$ cat src/rtl/core/button_press_classifier_core_defines.svh
// Assertion macros used by the button press classifier RTL.
`ifndef BUTTON_PRESS_CLASSIFIER_CORE_DEFINES_SVH
`define BUTTON_PRESS_CLASSIFIER_CORE_DEFINES_SVH

// Checks that a condition implies another condition in the same cycle.
`define BPC_ASSERT_NOW(label, clk, rst_n, ante, cons, msg) \
  label: assert property (@(posedge clk) disable iff (!rst_n) (ante) |-> (cons)) \
    else $error(msg);

// Checks that a condition implies another condition in the next cycle.
`define BPC_ASSERT_NEXT(label, clk, rst_n, ante, cons, msg) \
  label: assert property (@(posedge clk) disable iff (!rst_n) (ante) |=> (cons)) \
    else $error(msg);

`endif

$ cat src/rtl/core/bpc_pkg.sv
// Types and constants of the button press classifier.
`default_nettype none
package bpc_pkg;

  localparam int BUTTONS = 2;
  localparam int MASK_W  = 2;
  localparam int EXT_W   = (BUTTONS > MASK_W) ? BUTTONS : MASK_W;
  localparam int CNT_W   = 8;
  localparam int CFG_W   = 8;
  localparam int IDX_W   = 2;

  localparam logic [CNT_W-1:0] CNT_MAX = {CNT_W{1'b1}};

  localparam logic [IDX_W-1:0] REG_SHORT   = 2'd0;
  localparam logic [IDX_W-1:0] REG_LONG    = 2'd1;
  localparam logic [IDX_W-1:0] REG_RELEASE = 2'd2;

  localparam logic [CFG_W-1:0] SHORT_RST   = 8'd2;
  localparam logic [CFG_W-1:0] LONG_RST    = 8'd50;
  localparam logic [CFG_W-1:0] RELEASE_RST = 8'd2;

  typedef enum logic [1:0] {
    PH_IDLE  = 2'd0,
    PH_FIRST = 2'd1,
    PH_HOLD  = 2'd2,
    PH_REL   = 2'd3
  } phase_t;

  typedef struct packed {
    logic [MASK_W-1:0] short_mask;
    logic [MASK_W-1:0] long_mask;
  } result_t;

endpackage
`default_nettype wire

$ cat src/rtl/core/button_press_classifier_core.sv
// Top level of the button press classifier: per-button press state and output skid buffer.
// Each accepted word is one scan tick carrying the sampled level of every button, and each
// tick yields exactly one result word with a short-press and a long-press mask. The block
// takes one tick per clock cycle when not stalled: the per-button phase and saturating tick
// counter are registered on each accepted tick, and a two-word output buffer lets a new tick
// enter while one result waits on the output, so the input stalls only when both output
// slots are full. A result reaches the output in the cycle after its tick is accepted when
// no earlier result is held by a stall. The user must write the thresholds through the
// configuration port while no tick is in flight; the block itself does not enforce this.
`default_nettype none
`include "button_press_classifier_core_defines.svh"
module button_press_classifier_core (
  input  wire logic                          clk,
  input  wire logic                          rst_n,
  input  wire logic                          in_valid,
  output logic                               in_stall,
  input  wire logic [bpc_pkg::MASK_W-1:0]    in_pressed_mask,
  output logic                               out_valid,
  input  wire logic                          out_stall,
  output logic      [bpc_pkg::MASK_W-1:0]    out_short_mask,
  output logic      [bpc_pkg::MASK_W-1:0]    out_long_mask,
  input  wire logic                          cfg_we,
  input  wire logic [bpc_pkg::IDX_W-1:0]     cfg_index,
  input  wire logic [bpc_pkg::CFG_W-1:0]     cfg_data
);

  logic [bpc_pkg::CFG_W-1:0] short_ticks_r;
  logic [bpc_pkg::CFG_W-1:0] long_ticks_r;
  logic [bpc_pkg::CFG_W-1:0] release_ticks_r;

  bpc_pkg::phase_t           phase_r   [bpc_pkg::BUTTONS];
  bpc_pkg::phase_t           phase_nxt [bpc_pkg::BUTTONS];
  logic [bpc_pkg::CNT_W-1:0] count_r   [bpc_pkg::BUTTONS];
  logic [bpc_pkg::CNT_W-1:0] count_nxt [bpc_pkg::BUTTONS];
  logic [bpc_pkg::CNT_W-1:0] count_inc [bpc_pkg::BUTTONS];
  logic [bpc_pkg::BUTTONS-1:0] moved;

  logic [bpc_pkg::EXT_W-1:0] pressed_ext;
  logic [bpc_pkg::EXT_W-1:0] short_ev;
  logic [bpc_pkg::EXT_W-1:0] long_ev;
  bpc_pkg::result_t          result;

  bpc_pkg::result_t          head_r;
  bpc_pkg::result_t          skid_r;
  logic                      head_vld_r;
  logic                      skid_vld_r;
  logic                      push;
  logic                      pop;

  assign in_stall       = skid_vld_r;
  assign out_valid      = head_vld_r;
  assign out_short_mask = head_r.short_mask;
  assign out_long_mask  = head_r.long_mask;
  assign push           = in_valid && !in_stall;
  assign pop            = head_vld_r && !out_stall;
  assign pressed_ext    = bpc_pkg::EXT_W'(in_pressed_mask);

  always_ff @(posedge clk) begin
    if (!rst_n) begin
      short_ticks_r   <= bpc_pkg::SHORT_RST;
      long_ticks_r    <= bpc_pkg::LONG_RST;
      release_ticks_r <= bpc_pkg::RELEASE_RST;
    end else if (cfg_we) begin
      case (cfg_index)
        bpc_pkg::REG_SHORT:   short_ticks_r   <= cfg_data;
        bpc_pkg::REG_LONG:    long_ticks_r    <= cfg_data;
        bpc_pkg::REG_RELEASE: release_ticks_r <= cfg_data;
        default: ;
      endcase
    end
  end

  // The counter saturates at its maximum value.
  always_comb begin
    for (int b = 0; b < bpc_pkg::BUTTONS; b++) begin
      moved[b]     = (count_r[b] != bpc_pkg::CNT_MAX);
      count_inc[b] = moved[b] ? count_r[b] + 1'b1 : count_r[b];
    end
  end

  always_comb begin
    for (int b = 0; b < bpc_pkg::BUTTONS; b++) begin
      phase_nxt[b] = phase_r[b];
      count_nxt[b] = count_r[b];
      case (phase_r[b])
        bpc_pkg::PH_IDLE: begin
          if (pressed_ext[b]) begin
            phase_nxt[b] = bpc_pkg::PH_FIRST;
            count_nxt[b] = '0;
          end
        end
        bpc_pkg::PH_FIRST: begin
          count_nxt[b] = count_inc[b];
          if (pressed_ext[b]) begin
            if (count_inc[b] >= short_ticks_r) begin
              phase_nxt[b] = bpc_pkg::PH_HOLD;
              count_nxt[b] = '0;
            end
          end else begin
            phase_nxt[b] = bpc_pkg::PH_IDLE;
          end
        end
        bpc_pkg::PH_HOLD: begin
          count_nxt[b] = count_inc[b];
          if (!pressed_ext[b]) begin
            phase_nxt[b] = bpc_pkg::PH_REL;
            count_nxt[b] = '0;
          end
        end
        bpc_pkg::PH_REL: begin
          if (pressed_ext[b]) begin
            count_nxt[b] = '0;
          end else begin
            count_nxt[b] = count_inc[b];
            if (count_inc[b] >= release_ticks_r) begin
              phase_nxt[b] = bpc_pkg::PH_IDLE;
            end
          end
        end
        default: begin
          phase_nxt[b] = bpc_pkg::PH_IDLE;
        end
      endcase
    end
  end

  always_comb begin
    short_ev = '0;
    long_ev  = '0;
    for (int b = 0; b < bpc_pkg::BUTTONS; b++) begin
      if (phase_r[b] == bpc_pkg::PH_HOLD) begin
        if (pressed_ext[b]) begin
          long_ev[b] = moved[b] && (count_inc[b] == long_ticks_r);
        end else begin
          short_ev[b] = (count_inc[b] < long_ticks_r);
        end
      end
    end
    result.short_mask = short_ev[bpc_pkg::MASK_W-1:0];
    result.long_mask  = long_ev[bpc_pkg::MASK_W-1:0];
  end

  always_ff @(posedge clk) begin
    for (int b = 0; b < bpc_pkg::BUTTONS; b++) begin
      if (!rst_n) begin
        phase_r[b] <= bpc_pkg::PH_IDLE;
        count_r[b] <= '0;
      end else if (push) begin
        phase_r[b] <= phase_nxt[b];
        count_r[b] <= count_nxt[b];
      end
    end
  end

  // Two-word output buffer: the head drives the output, the skid slot absorbs one stall.
  always_ff @(posedge clk) begin
    if (!rst_n) begin
      head_vld_r <= 1'b0;
      skid_vld_r <= 1'b0;
    end else if (pop && skid_vld_r) begin
      head_r <= skid_r;
      if (push) begin
        skid_r <= result;
      end else begin
        skid_vld_r <= 1'b0;
      end
    end else if (pop || !head_vld_r) begin
      head_vld_r <= push;
      head_r     <= result;
    end else if (push) begin
      skid_vld_r <= 1'b1;
      skid_r     <= result;
    end
  end

  `BPC_ASSERT_NOW(a_skid_needs_head, clk, rst_n, skid_vld_r, head_vld_r,
                  "skid word without head word")
  `BPC_ASSERT_NOW(a_one_event_per_button, clk, rst_n, head_vld_r,
                  (head_r.short_mask & head_r.long_mask) == '0,
                  "short and long event on one button")
  `BPC_ASSERT_NEXT(a_idle_stays_up, clk, rst_n,
                   push && !pressed_ext[0] && (phase_r[0] == bpc_pkg::PH_IDLE),
                   phase_r[0] == bpc_pkg::PH_IDLE, "idle button left idle while released")

endmodule
`default_nettype wire

$ cat config.mk
export PLATFORM = sky130hd
export DESIGN_NAME = button_press_classifier_core
export DESIGN_NICKNAME = d
export VERILOG_FILES = /design/src/rtl/core/bpc_pkg.sv /design/src/rtl/core/button_press_classifier_core.sv
export VERILOG_INCLUDE_DIRS = /design/src /design/src/rtl/core
export SDC_FILE = /design/constraint.sdc
export NUM_CORES = 1
export LEC_CHECK = 0
export BUFFER_PORTS_ARGS = -buffer_cell sky130_fd_sc_hd__buf_2
export CAP_MARGIN = 20
export CORE_ASPECT_RATIO = 1.4
export CORE_MARGIN = 5
export CORE_UTILIZATION = 42
export CTS_CLUSTER_SIZE = 8
export DETAILED_ROUTE_END_ITERATION = 6
export GPL_ROUTABILITY_DRIVEN = 0
export PLACE_DENSITY = 0.62
export SLEW_MARGIN = 10
export SYNTH_ARGS = -nofsm -noshare
export SYNTH_HDL_FRONTEND = slang
export SYNTH_SLANG_ARGS = --single-unit
$ cat constraint.sdc
create_clock -name clk -period 3.45 [get_ports clk]
set_input_delay 0.1725 -clock clk [delete_from_list [all_inputs] [get_ports clk]]
set_output_delay 0.1725 -clock clk [all_outputs]
set_load 0.005 [all_outputs]
==> summary.md <==
| Metric | Value |
|---|---|
| Vias post-DR | 2,802 |
| Flop-to-flop setup slack | 0.21 ns |
| Fraction of registers with async set/reset | 0 |
| CP Capture Type | register |
| Cell variety after synth | 44 |
| Clock transition at path regs | 0.07 ns |
| GRT Resource Usage Total | 0.165 |
| Avg Vias per Cell | 5.43 |
| Commonest non-fill, non-tap cell in the layout | ha_1 |
| Crit path launch | count_r[0][0] |
| Register bit count reported by yosys | 54 |
| Row count | 40 |
| # nets final | 477 |
| HP Class | input pin to register |
| Hold Crit Depth | 3 |
| Post-synthesis sequential area ratio | 0.370 |
| Yosys warnings | 0 |
| Share of cells above drive strength 1 | 0.129 |
| Worst R2R Start | count_r[0][0] |
| Met1 Usage GRT | 0.198 |
| Setup Crit Path Kind | register to register |
| First-pass iteration count of the detailed router | 5 |
| Initial core utilization | 0.430 |
| Synth area leader | edfxtp_1 |
| DRC viols | 0 |
| CTS-repair resized insts | 0 |
| H-tree lvl count | 2 |
| Finish-stage setup viols | 0 |
| Max_cap viols | 0 |
| Final Power | 1580 µW |
| CTS root buf | clkbuf_16 |
| Top_reg_cell synth | edfxtp_1 |
| Vias in the first global route | 2,690 |
| Ant diodes | 0 |
| Clock sinks | 54 |
| Clock skew | 0.00760 ns |
| Clock Path Buffers | 2 |
| Die Ht | 121 µm |
| RSZ-0062 raised after global routing | false |
| Met2 Use GR | 0.287 |
| Grt total ovfl | 0 |
| Antenna Nets Post-Route | 0 |
| Crit path launch type | register |
| CP Data Required Time | 3.49 ns |
| CP max FO | 5 |
| Total CTS buffers | 5 |
| Cts hold-fix bufs | 0 |
| Least-Margin Pin Slew | 0.899 ns |
| First-pass GRT wire length | 13,400 µm |
| Worst skew pair latency | 0.30 ns |
| CTS tree | done |
| P_leak | 0.00171 µW |
| PwrDens | 388 nW/µm² |
| Clock period minus final worst setup slack | 3.24 ns |
| Syn_nets | 451 |
| Met3 usage | 0.0300 |
| Max rail drop VDD | 0.308 mV |
| HPWL Detailed | 6650 µm |
| PortBufs | 22 |
| Initial antenna violation count | 0 |
| Most frequent cells in the layout | ha_1, nor2_1, nand2_1, edfxtp_1, inv_1 |
| Worst slew margin | 0.398 |
| Area Growth Syn to Fin | 10.7% |
| Top Ports | 23 |
| Post-CTS setup buffer count | 0 |
| Final Hold Fails | 0 |
| Core area | 8560 µm² |
| Most Crowded Layer GR | met2 |
| Die X | 89.1 µm |
| Worst reg2reg path endpoint | phase_r[0][1] |
| Post-DR wirelength/cell | 16.3 µm |
| Crit path capture | phase_r[0][1] |
| Die area | 10,800 µm² |
| Mean Syn Cell Area | 9.58 µm² |
| Iteration-0 DRC Markers | 141 |
| Largest net degree at the start of global routing | 31 |
| Yosys top cell area share | 0.229 |
| Slew Limit Fails | 0 |
| Reg2reg path depth | 10 |
| Worst path arrival time | 3.27 ns |
| Final period utilization | 0.938 |
| Cell Area, Synth | 3680 µm² |
| Top cells by area, synth | edfxtp_1, ha_1, dfxtp_1, nor2b_1, nor2_1 |
| Routed wire length | 8400 µm |
| Post-synth EDFFs | 28 |
| Status | finished clean |
| Final TNS setup | 0 ns |
| Max Fclk | 309 MHz |
| Synthesized netlist cell count | 384 |
-- registers in the layout, indices dropped and copies added, names as in the netlist --
register	count
out_long_mask	2
in_stall	1
release_ticks_r	8
short_ticks_r	8
out_short_mask	2
out_valid	1
phase_r	4
skid_r	4
count_r	16
long_ticks_r	8
-- cells by family after synthesis --
logic type               after synthesis  share of synthesized area
multiplexers                          12                     0.0340
buffers and inverters                 35                     0.0384
AND/OR/NAND/NOR                      144                      0.218
AO/OA/AOI/OAI                         81                      0.150
flip-flops                            54                      0.370
adder cells (fa/ha/maj)               50                      0.170
XOR/XNOR                               8                     0.0191
-- report_power, final --
| part | internal (µW) | switching [µW] | leakage (µW) |
|---|---|---|---|
| clock network | 270 | 219 | 0.0000684 |
| registers | 718 | 32.5 | 0.000506 |
| logic | 144 | 195 | 0.00114 |
-- worst max-delay path: stages, from the launching register on --
cell and delay [ns]:
edfxtp_1 0.44, ha_1 0.21, nand2_1 0.11, nor3_4 0.32, xor2_2 0.32, ha_1 0.29
nand2b_1 0.14, a2111oi_1 0.57, o31ai_1 0.18, o31ai_1 0.27, a21oi_1 0.14
-- per-stage QoR --
stage | cell area, µm² | util | std cells | hold WS (ns) | setup WS [ns]
after floorplan | 3680 | - | 384 | 0.310 | 0.613
after global placement | 3920 | 0.458 | 508 | 0.432 | 0.174
after detailed placement | 3920 | 0.458 | 508 | 0.440 | 0.101
after CTS | 4060 | 0.474 | 516 | 0.129 | 0.0917
after global routing | 4070 | 0.476 | 516 | 0.150 | 0.0485
final | 4070 | 0.476 | 516 | 0.141 | 0.213
-- area by class of cell --
type	count	area, µm²
fill	818	4490
sequential	54	1360
clock buffer	7	133
inverter	27	101
tap	105	131
multi-input combinational	295	2190
timing repair buffer	27	148
clock inverter	1	6.26
-- per-layer routing --
layer | vias to the layer above | part of all wire
met3 | 12 | 0.033
met4 | 0 | 0.025
li1 | 1437 | -
met5 | - | 0
met2 | 49 | 0.51
met1 | 1304 | 0.43
-- synthesized netlist by cell type, types with 2 or more instances --
cell / number
a21boi_0: 7
dfxtp_1: 26
o21ba_2: 2
edfxtp_1: 28
mux2i_1: 8
nor4_2: 2
nand3b_1: 3
o31ai_1: 4
nor2_1: 30
a211oi_1: 2
a21oi_4: 2
or2_2: 3
a21o_1: 4
o21ai_0: 13
buf_2: 2
clkbuf_1: 5
and3_1: 5
mux2_2: 4
nand4_1: 10
ha_1: 50
nor4b_1: 2
nor3_1: 8
nand3_1: 9
and2_1: 2
xor2_1: 8
nand2_1: 28
o211ai_1: 4
a2111oi_0: 4
a21oi_1: 20
nand2b_1: 7
o21a_1: 15
inv_1: 27
nor2b_1: 26
o41ai_1: 2
or3_1: 2
a31oi_1: 2
-- worst min path at each step --
stage	from	to	slack [ns]
4_1_cts	cfg_data[1]	short_ticks_r[1]	0.13
5_1_grt	cfg_data[1]	long_ticks_r[1]	0.15
2_1_floorplan	cfg_data[1]	long_ticks_r[1]	0.31
3_5_place_dp	cfg_data[1]	short_ticks_r[1]	0.44
6_report	cfg_data[1]	short_ticks_r[1]	0.14
3_3_place_gp	cfg_data[1]	long_ticks_r[1]	0.43
No activity file was read; power rests on OpenSTA's default activity.
